--- src/rtl/rot_pkg.sv ---
// Package: constants, types and helpers for the rectangle occupancy table
package rot_pkg;
	localparam int TableDepth = 64;
	localparam int IdxW = $clog2(TableDepth);
	localparam int CntW = $clog2(TableDepth + 1);
	localparam int CoordW = 13;

	typedef enum logic [2:0] {
		ACT_PLACE = 3'd0,
		ACT_REMOVE = 3'd1,
		ACT_POINT = 3'd2,
		ACT_AREA = 3'd3,
		ACT_BUILD = 3'd4
	} action_t;

	localparam logic [1:0] ST_DONE = 2'd0;
	localparam logic [1:0] ST_FULL = 2'd1;
	localparam logic [1:0] ST_NOT_FOUND = 2'd2;

	localparam logic [0:0] REG_HALF_EXTENT = 1'd0;
	localparam logic [0:0] REG_MARGIN = 1'd1;

	typedef struct packed {
		logic signed [CoordW-1:0] left;
		logic signed [CoordW-1:0] top;
		logic signed [CoordW-1:0] right;
		logic signed [CoordW-1:0] bottom;
	} rect_t;

	typedef struct packed {
		logic [15:0] id;
		rect_t bounds;
	} entry_t;

	// broadcast from controller to cells
	typedef struct packed {
		logic shift_up;      // cells at or past del_idx take their neighbor's entry
		logic write;         // cell wr_idx loads wr_entry
		logic [IdxW-1:0] wr_idx;
		logic [IdxW-1:0] del_idx;
		entry_t wr_entry;
		rect_t area;
		logic signed [CoordW-1:0] pt_x;   // point query uses corner a as given
		logic signed [CoordW-1:0] pt_y;
		logic [15:0] id;
	} cell_ctl_t;

	typedef struct packed {
		logic id_eq;
		logic pt_hit;
		logic area_hit;
	} cell_flags_t;

	// round half away from zero to a field coordinate
	function automatic logic signed [CoordW-1:0] to_field(input logic signed [15:0] v);
		logic [15:0] mag;
		logic [16:0] sum;
		logic [CoordW-1:0] f;
		mag = v[15] ? 16'(-v) : 16'(v);
		sum = {1'b0, mag} + 17'd8;
		f = CoordW'(sum[16:4]);
		return v[15] ? CoordW'(-f) : f;
	endfunction
endpackage

--- src/rtl/rot_cell.sv ---
// One table slot: holds an entry, shifts up on remove, compares against the request
module rot_cell (
	input logic clk,
	input rot_pkg::cell_ctl_t ctl,
	input logic [rot_pkg::IdxW-1:0] my_idx,
	input rot_pkg::entry_t nbr_entry,
	input logic [1:0] pt_sel,
	output rot_pkg::entry_t entry,
	output rot_pkg::cell_flags_t flags
);
	import rot_pkg::*;
	entry_t entry_q;
	rect_t e;
	rect_t a;
	logic inter;
	logic cont;

	always_ff @(posedge clk) begin
		if (ctl.write && ctl.wr_idx == my_idx) begin
			entry_q <= ctl.wr_entry;
		end else if (ctl.shift_up && my_idx >= ctl.del_idx) begin
			entry_q <= nbr_entry;
		end
	end

	assign entry = entry_q;
	assign e = entry_q.bounds;
	assign a = ctl.area;
	assign inter = a.left < e.right && e.left < a.right && a.top < e.bottom && e.top < a.bottom;
	assign cont = e.left <= a.left && a.right <= e.right && e.top <= a.top && a.bottom <= e.bottom;

	always_comb begin
		flags.id_eq = entry_q.id == ctl.id;
		flags.area_hit = inter || cont;
		flags.pt_hit = e.left <= ctl.pt_x && ctl.pt_x < e.right
			&& e.top <= ctl.pt_y && ctl.pt_y < e.bottom
			&& pt_sel == 2'd0;
	end
endmodule

--- config.mk ---
export PLATFORM = sky130hd
export DESIGN_NAME = rot_cell
export DESIGN_NICKNAME = d
export VERILOG_FILES = /design/src/rtl/rot_pkg.sv /design/src/rtl/rot_cell.sv
export SDC_FILE = /design/constraint.sdc
export NUM_CORES = 1
export LEC_CHECK = 0
export ABC_CLOCK_PERIOD_IN_PS = 6920
export BUFFER_PORTS_ARGS = -buffer_cell sky130_fd_sc_hd__clkbuf_2
export CORE_MARGIN = 3
export CORE_UTILIZATION = 30
export CTS_CLUSTER_SIZE = 25
export DETAILED_ROUTE_END_ITERATION = 7
export GPL_TIMING_DRIVEN = 0
export PLACE_DENSITY_LB_ADDON = 0.08
export SLEW_MARGIN = 20
export SYNTH_ARGS = -nofsm -noshare
export SYNTH_HDL_FRONTEND = slang
export SYNTH_SLANG_ARGS = --single-unit
--- constraint.sdc ---
create_clock -name clk -period 6.92 [get_ports clk]
set_clock_uncertainty 0.15 [all_clocks]
set_input_delay 0.692 -clock clk [delete_from_list [all_inputs] [get_ports clk]]
set_output_delay 0.692 -clock clk [all_outputs]
set_load 0.005 [all_outputs]
# --- Word level (Yosys, flattened, before mapping) ---
# Index checks and enable logic that the tools add are counted.
totals:
  register_bits: 68
  in_bits: 253
  out_inout_bits: 71
  word_cells: 37
op_classes:
  magnitude_cmp: 13
  n_eq_ne: 2
  mux: 2
  n_reduce_logical: 15
ops:
  columns: ["op", "n"]
  rows:
  - ["$mux W68", 2]
  - ["$le A13 B13 Y1", 6]
  - ["$lt A13 B13 Y1", 6]
  - ["$eq A16 B16 Y1", 1]
  - ["$logic_and A1 B1 Y1", 12]
  - ["$eq A6 B6 Y1", 1]
  - ["$ge A6 B6 Y1", 1]
  - ["$logic_not A2 Y1", 1]
  - ["$reduce_bool A2 Y1", 1]
  - ["$logic_or A1 B1 Y1", 1]

# --- Longest topological paths before layout ---
# Gate-level depths: netlist of run 1.
depth:
  depth_word: 5
  depth_mapped: 9
  mapped_depth_nobuf: 9

# --- Worst setup path before layout of run 1 ---
# No wires, ideal clock.
synth_path:
  kind: "input to register"
  from: "input port my_idx[4] (netlist bit)"
  to: "register entry_q (netlist bit entry[0]) (enable)"
  setup_ps: 517
  t_arrival_ps: 4984
  required_time_ps: 6253
  slack_ps: 1269
  stages: 5
  n_path_buf: 1
  cell_sequence: "xor2_1 > nor4_4 > buf_6 > nor2_1 > a21oi_1"
synth_between:
  elab_chain_cells: 3
  elab_cells_between_ends: 5
  cone_classes: "1 x order compare; 1 x eq/ne; 3 x reduce/logical"
synth_rtl:
  columns: ["element", "line_no", "rtl"]
  rows:
  - ["start, declared", "rot_cell.sv:5", "input logic [rot_pkg::IdxW-1:0] my_idx,"]
  - ["$ge A6 B6 Y1 / $eq A6 B6 Y1 (equally long branches)", "rot_cell.sv:21, rot_cell.sv:19", null]
  - ["$logic_and A1 B1 Y1 (on tied branches)", "rot_cell.sv:21, rot_cell.sv:19", null]
  - ["$reduce_bool A2 Y1 (no line) *", null, null]
  - ["end signal, assigned", "rot_cell.sv:20", "entry_q <= ctl.wr_entry;"]
  - ["end signal, assigned", "rot_cell.sv:22", "entry_q <= nbr_entry;"]
  - ["end, declared", "rot_cell.sv:12", "entry_t entry_q;"]
# Every way passes the cells marked *; elsewhere a longest branch is shown, timed or not.
# A chain may end at the register's enable or synchronous reset.

==> flow_metrics.py, run 1 <==
metrics = {
    "run_status": {
        "outcome": "finished clean",
    },
    "placed_design": {
        "placed_area_um2": 9087,
        "place.gp.congestion": 0.8487,
        "portBuffers": 323,
        "place_worst_setup_slack_ns": 3.319,
        "dp_hpwl_mm": 21.14,
        "placed_cells": 1330,
    },
    "floorplanning": {
        "ios": 324,
        "start_util_pct": 30.67,
        "core_um2": 22780,
        "chipHeight_um": 158.6,
        "fp.dieArea_um2": 25150,
        "die-width_um": 158.6,
        "row_count": 55,
    },
    "job": {
        "drv_cap": 0,
    },
    "final_layout": {
        "largest_register_ffs": 68,
        "area_growth_syn_to_layout_pct": 34.19,
        "fillers": 2327,
        "multi_input_area_um2": 4441,
        "design_area_um2": 9374,
        "drive_above_1_share_pct": 40.37,
        "nNetsFinal": 1437,
        "instances_no_fill": 1347,
        "seqCellArea_um2": 2042,
        "utilization_pct": 41.15,
    },
    "synthesis": {
        "yosysUniqueCellTypes": 45,
        "synth_edf_count": 68,
        "ys_warn_count": 0,
        "syn_inst": 691,
        "syn_area_um2": 6985,
        "avgSynthCellArea_um2": 10.11,
        "ys_seq_area_share_pct": 29.23,
        "syn_nets": 1100,
        "ys.flop_type": "edfxtp_1",
        "async_flop_share_pct": 0,
        "ys_ff_latch": 68,
    },
    "critical_path": {
        "crit_path_top_delay_cell": "edfxtp_1",
        "max_stage_delay_ns": 0.50,
        "path_delay_family": "compound AO/OA/AOI/OAI gates",
        "crit_buf_inv": 2,
        "required_ns": 6.08,
        "worstSetupStartpointType": "register",
        "crit_start": "entry[23]",
        "endpoint": "flags[1]",
        "crit_arrival_ns": 2.90,
        "path_cells": "inv_1 -> ha_1 -> a21o_1 -> a211o_1 -> o41ai_2 -> o211ai_1 -> nor4_1 -> clkbuf_2",
        "cp-end-kind": "output pin",
        "cp.depth": 8,
        "crit_type": "register to output pin",
        "path_max_fanout": 3,
    },
    "route": {
        "wire_per_inst_um": 17.80,
        "routed_wl_mm": 23.98,
        "via_per_inst": 4.635,
        "antenna_left": 0,
        "dr.first_iter.drc_count": 241,
        "route.vias.total": 6243,
        "drc": 0,
        "drt-pass1-iter-count": 4,
    },
    "clock_network": {
        "cts_hold_buf": 0,
        "numCtsBuffers": 9,
        "postCtsSetupRepairBufs": 0,
        "cts_resized": 0,
        "root_buffer": "clkbuf_16",
        "clock_path_buffers": 2,
        "path_clk_slew_ns": 0.07,
        "cts.sinks": 68,
        "cts_htree_levels": 3,
        "cts_tree": "done",
    },
    "timing": {
        "hold_viol": 0,
        "rsz0062_at_grt": "false",
        "fmax_mhz": 267.2,
        "maxSlewViolCount": 0,
        "max_slew.worst_pin.slew_ns": 0.6990,
        "setup_slack_ns": 3.177,
        "post-route-period-util_pct": 54.09,
        "setup_viol": 0,
        "setup_tns_ns": 0,
        "holdWs_ns": 0.4823,
        "min_period_ns": 3.743,
        "max_slew_margin_pct": 53.05,
    },
    "global_route": {
        "grt.total_usage_pct": 19.02,
        "grt_pass1_wl_mm": 35.77,
        "antenna_found_initial": 1,
        "grt_pass1_vias": 6495,
        "grt_remaining_overflow": 0,
        "grt_max_degree": 23,
    },
    "power_and_ir_drop": {
        "p_total_mw": 1.520,
        "power_density_nw_per_um2": 162.1,
        "ir_worst_vdd_mv": 0.08347,
        "p_leak_nw": 4.900,
    },
    "hold_path": {
        "min_path_type": "primary input to register",
    },
}
## cell type report
cell class | instances | area share (%)
diodes | 1 | 0.02670
repair buffers | 326 | 18.13
clock inverters | 7 | 0.6273
inverters | 116 | 4.645
multi-input cells | 500 | 47.37
clock buffers | 9 | 2.403
flip-flops and latches | 68 | 21.78
plain buffers | 7 | 0.8409
well taps | 313 | 4.178
## per-layer routing
layer  GRT usage [%]  wire (µm)  vias up
met4           5.080        386        0
met2           30.51      11100      194
met3           3.669       1414       19
li1                -          -     3220
met5               0          0        -
met1           26.24      11080     2810
## Yosys cell counts, types with 2 or more instances
master	number	share of area, %
nand4_1	19	1.7
ha_1	156	28
nor2b_1	10	0.90
nand2b_1	4	0.36
a211oi_1	9	0.97
nor4_1	3	0.27
o221ai_1	2	0.25
mux2_2	62	10
and3_1	5	0.45
inv_1	116	6.2
a21oi_1	40	2.9
o2111ai_1	3	0.38
a2111oi_0	4	0.50
mux2i_1	5	0.72
o31ai_1	4	0.43
nor3_1	4	0.29
nand3_1	17	1.2
nand2_1	28	1.5
xor2_1	3	0.38
xnor2_1	19	2.4
a41o_1	2	0.29
o211ai_1	4	0.43
edfxtp_1	68	29
mux2_1	6	0.97
buf_6	7	1.1
nor2_1	23	1.2
a21o_1	23	2.5
a31oi_1	4	0.36
o21ai_0	22	1.6
o22ai_1	4	0.36
## where the power goes
group / total (mW) / leakage (nW) / internal [mW] / switching [mW]
Clock: 0.463 / 0.139 / 0.250 / 0.213
Combinational: 0.504 / 4.13 / 0.249 / 0.255
Sequential: 0.553 / 0.633 / 0.504 / 0.0493
## cells by family after synthesis
family | after synthesis | share of synthesized area [%]
compound gates | 131 | 12.23
xor+xnor | 22 | 2.758
fa+ha+maj | 156 | 27.94
buf+inv | 123 | 7.362
flops | 68 | 29.23
mux | 74 | 11.89
simple gates | 117 | 8.580
## how the worst min path moves through the flow
| stage | from | endpoint | depth (start not counted) |
|---|---|---|---|
| after floorplan | nbr_entry[59] | entry[59] | 1 |
| after global placement | nbr_entry[65] | entry[65] | 2 |
| after detailed placement | nbr_entry[61] | entry[61] | 2 |
| after CTS | nbr_entry[61] | entry[61] | 2 |
| after global routing | nbr_entry[60] | entry[60] | 2 |
| final | nbr_entry[61] | entry[61] | 2 |
## cells in the final DEF (no fill, tap or decap), types with 5 or more instances in the layout
cell type	n
nand3_1	17
buf_6	7
o21ai_0	22
nor2_1	23
a21oi_1	39
nand2_1	28
clkbuf_2	323
and3_1	5
ha_1	156
nand4_1	19
xnor2_1	19
a211oi_1	9
mux2_1	6
inv_1	116
edfxtp_1	68
clkbuf_16	9
a21o_1	23
mux2i_1	5
nor2b_1	10
mux2_2	62
(Power assumes the default switching activity.)
==> run 2, diff against run 1 <==
--- a/config.mk
+++ b/config.mk
@@ -5,7 +5,7 @@
 export SDC_FILE = /design/constraint.sdc
 export NUM_CORES = 1
 export LEC_CHECK = 0
-export ABC_CLOCK_PERIOD_IN_PS = 6920
+export ABC_CLOCK_PERIOD_IN_PS = 3050
 export BUFFER_PORTS_ARGS = -buffer_cell sky130_fd_sc_hd__clkbuf_2
 export CORE_MARGIN = 3
 export CORE_UTILIZATION = 30
==> constraint.sdc (replaced) <==
create_clock -name clk -period 3.05 [get_ports clk]
set_clock_uncertainty 0.15 [all_clocks]
set_input_delay 0.305 -clock clk [delete_from_list [all_inputs] [get_ports clk]]
set_output_delay 0.305 -clock clk [all_outputs]
set_load 0.005 [all_outputs]
==> run 2 against run 1 <==
  * Clock power rose to 2.5 times the previous value
  * Via count rose by 3.2%
  * Die area did not move
  * Clock-buffer cell count did not move
  * First-iteration DRC count rose by 7.9%
  * Final cell count rose by 1.9%
  * Critical path depth rose by 3
  * Worst hold slack got worse by 0.38 ns
  * Power rose by 140%
  * Global-route usage rose by 0.44 points
  * Flip-flop and latch count did not move
  * Sequential share of layout area fell by 0.97 points
==> flow_metrics.py, run 2 (same netlist as run 1, synthesis figures left out) <==
metrics = {
    "timing": {
        "hold_viol": 0,
        "post-route-period-util_pct": 97.89,
        "rsz0062_at_grt": "true",
        "maxSlewViolCount": 0,
        "max_slew_margin_pct": 49.78,
        "setup_viol": 0,
        "max_slew.worst_pin.slew_ns": 0.7477,
        "fmax_mhz": 334.9,
        "min_period_ns": 2.986,
    },
    "power_and_ir_drop": {
        "ir_worst_vdd_mv": 0.1935,
        "internal-power_mw": 2.499,
        "pwr-share-clk_pct": 32.0,
        "pwr-share-comb_pct": 34.5,
        "power_density_nw_per_um2": 377.1,
        "p_sw_mw": 1.201,
        "p_leak_nw": 5.055,
        "p_seq_share_pct": 33.6,
        "sw_frac_of_total_pct": 32.47,
    },
    "route": {
        "route.vias.total": 6440,
        "dr.first_iter.drc_count": 260,
        "via_per_inst": 4.694,
        "drc": 0,
        "drt-pass1-iter-count": 4,
        "antenna_left": 0,
        "routed_wl_mm": 24.85,
        "wire_per_inst_um": 18.11,
    },
    "global_route": {
        "grt_max_degree": 22,
        "grt-busiest-layer": "met2",
        "grt_pass1_vias": 6366,
        "grtUsageMet3_pct": 3.561,
        "grt_util_met1_pct": 27.09,
        "grtUsageMet2_pct": 31.58,
        "grt_remaining_overflow": 0,
        "grt_pass1_wl_mm": 35.94,
        "antenna_found_initial": 0,
        "grt.total_usage_pct": 19.45,
    },
    "final_layout": {
        "largest_register_ffs": 68,
        "final_common_cell": "clkbuf_2",
        "nNetsFinal": 1463,
        "utilization_pct": 43.08,
        "design_area_um2": 9812,
        "fillers": 2310,
        "final_cell_mix": "clkbuf_2, ha_1, inv_1",
        "drive_above_1_share_pct": 45.04,
        "seqCellArea_um2": 2042,
        "multi_input_area_um2": 4638,
        "area_growth_syn_to_layout_pct": 40.46,
        "n_antenna_cell": 0,
    },
    "critical_path": {
        "crit_type": "register to output pin",
        "path_max_fanout": 3,
        "required_ns": 2.59,
        "worstSetupStartpointType": "register",
        "endpoint": "flags[0]",
        "cp-end-kind": "output pin",
        "crit_start": "entry[10]",
        "crit_arrival_ns": 2.53,
    },
    "placed_design": {
        "dp_hpwl_mm": 21.29,
        "place.gp.congestion": 0.8209,
        "portBuffers": 323,
        "placed_area_um2": 9102,
    },
    "floorplanning": {
        "chipHeight_um": 158.6,
        "fp.dieArea_um2": 25150,
        "core_um2": 22780,
        "die-width_um": 158.6,
        "row_count": 55,
        "start_util_pct": 30.67,
        "ios": 324,
    },
    "clock_network": {
        "cts.sinks": 68,
        "clock_path_buffers": 2,
        "numCtsBuffers": 9,
        "cts_tree": "done",
        "root_buffer": "clkbuf_16",
        "path_clk_slew_ns": 0.06,
        "cts_htree_levels": 3,
        "cts_hold_buf": 0,
    },
    "run_status": {
        "outcome": "finished clean",
    },
    "job": {
        "drv_cap": 0,
    },
    "hold_path": {
        "min_path_type": "primary input to register",
    },
}
[run 2: changes by cell type in the layout (fill, tap and decap cells not counted), moves of 5 or more]
cell and change:
ha_1 -6, buf_4 +25, inv_1 -9, ha_4 +6, o21ai_0 -5, inv_2 +9
[run 2: worst min-delay path by stage]
stage                        from        end  cells past startpoint
detailed placement       ctl[159]  entry[65]                      2
global placement    nbr_entry[59]  entry[59]                      2
global route             ctl[122]  entry[28]                      2
finish                   ctl[159]  entry[65]                      2
floorplan           nbr_entry[59]  entry[59]                      1
CTS                      ctl[159]  entry[65]                      2
[run 2: per-layer routing]
metal	vias to the layer above	wire (µm)
met5	-	0
met4	0	323
met3	23	1351
met2	209	11440
met1	2937	11740
li1	3271	-
[run 2: power groups by stage]
stage	logic (mW)	registers (mW)	clock network, mW
2_1_floorplan	0.647	1.24	0
3_3_place_gp	1.13	1.28	0
3_5_place_dp	1.16	1.27	0
4_1_cts	1.22	1.25	1.21
5_1_grt	1.46	1.25	1.25
6_report	1.28	1.24	1.18
[run 2: what timing repair did]
action	in CTS	in global routing
endpoints found under the setup margin	2	2
pin swaps	11	10
setup buffers	12	13
resized for setup	12	35
[run 2: through the flow]
step / worst slack (ns) / cells / TNS [ns] / hold slack (ns) / total power [mW]
2_1_floorplan: 0.03079 / 691 / 0 / 0.3559 / 1.882
3_3_place_gp: -1.073 / 1327 / -72.49 / 0.4394 / 2.412
3_5_place_dp: -0.1475 / 1331 / -2.502 / 0.4578 / 2.435
4_1_cts: -0.1184 / 1359 / -0.1184 / 0.09023 / 3.684
5_1_grt: -0.04962 / 1372 / -0.09599 / 0.1038 / 3.963
6_report: 0.06423 / 1372 / 0 / 0.1042 / 3.701
[run 2: worst max-delay path, stage by stage, from the launching register on]
cell and delay (ns):
edfxtp_1 0.45, inv_2 0.10, buf_4 0.14, ha_1 0.28, nand4_1 0.12, nor2_1 0.13, nand2_1 0.09, o221ai_2 0.19
mux2i_2 0.28, nor4_2 0.08, a41o_1 0.21, clkbuf_2 0.13
[run 2: final cells by class]
class | count | area share (%)
Buffer | 7 | 0.8034
Clock buffer | 9 | 2.295
Clock inverter | 7 | 1.007
Inverter | 116 | 4.438
Multi-Input combinational cell | 500 | 47.27
Sequential cell | 68 | 20.81
Tap cell | 313 | 3.991
Timing Repair Buffer | 352 | 19.38
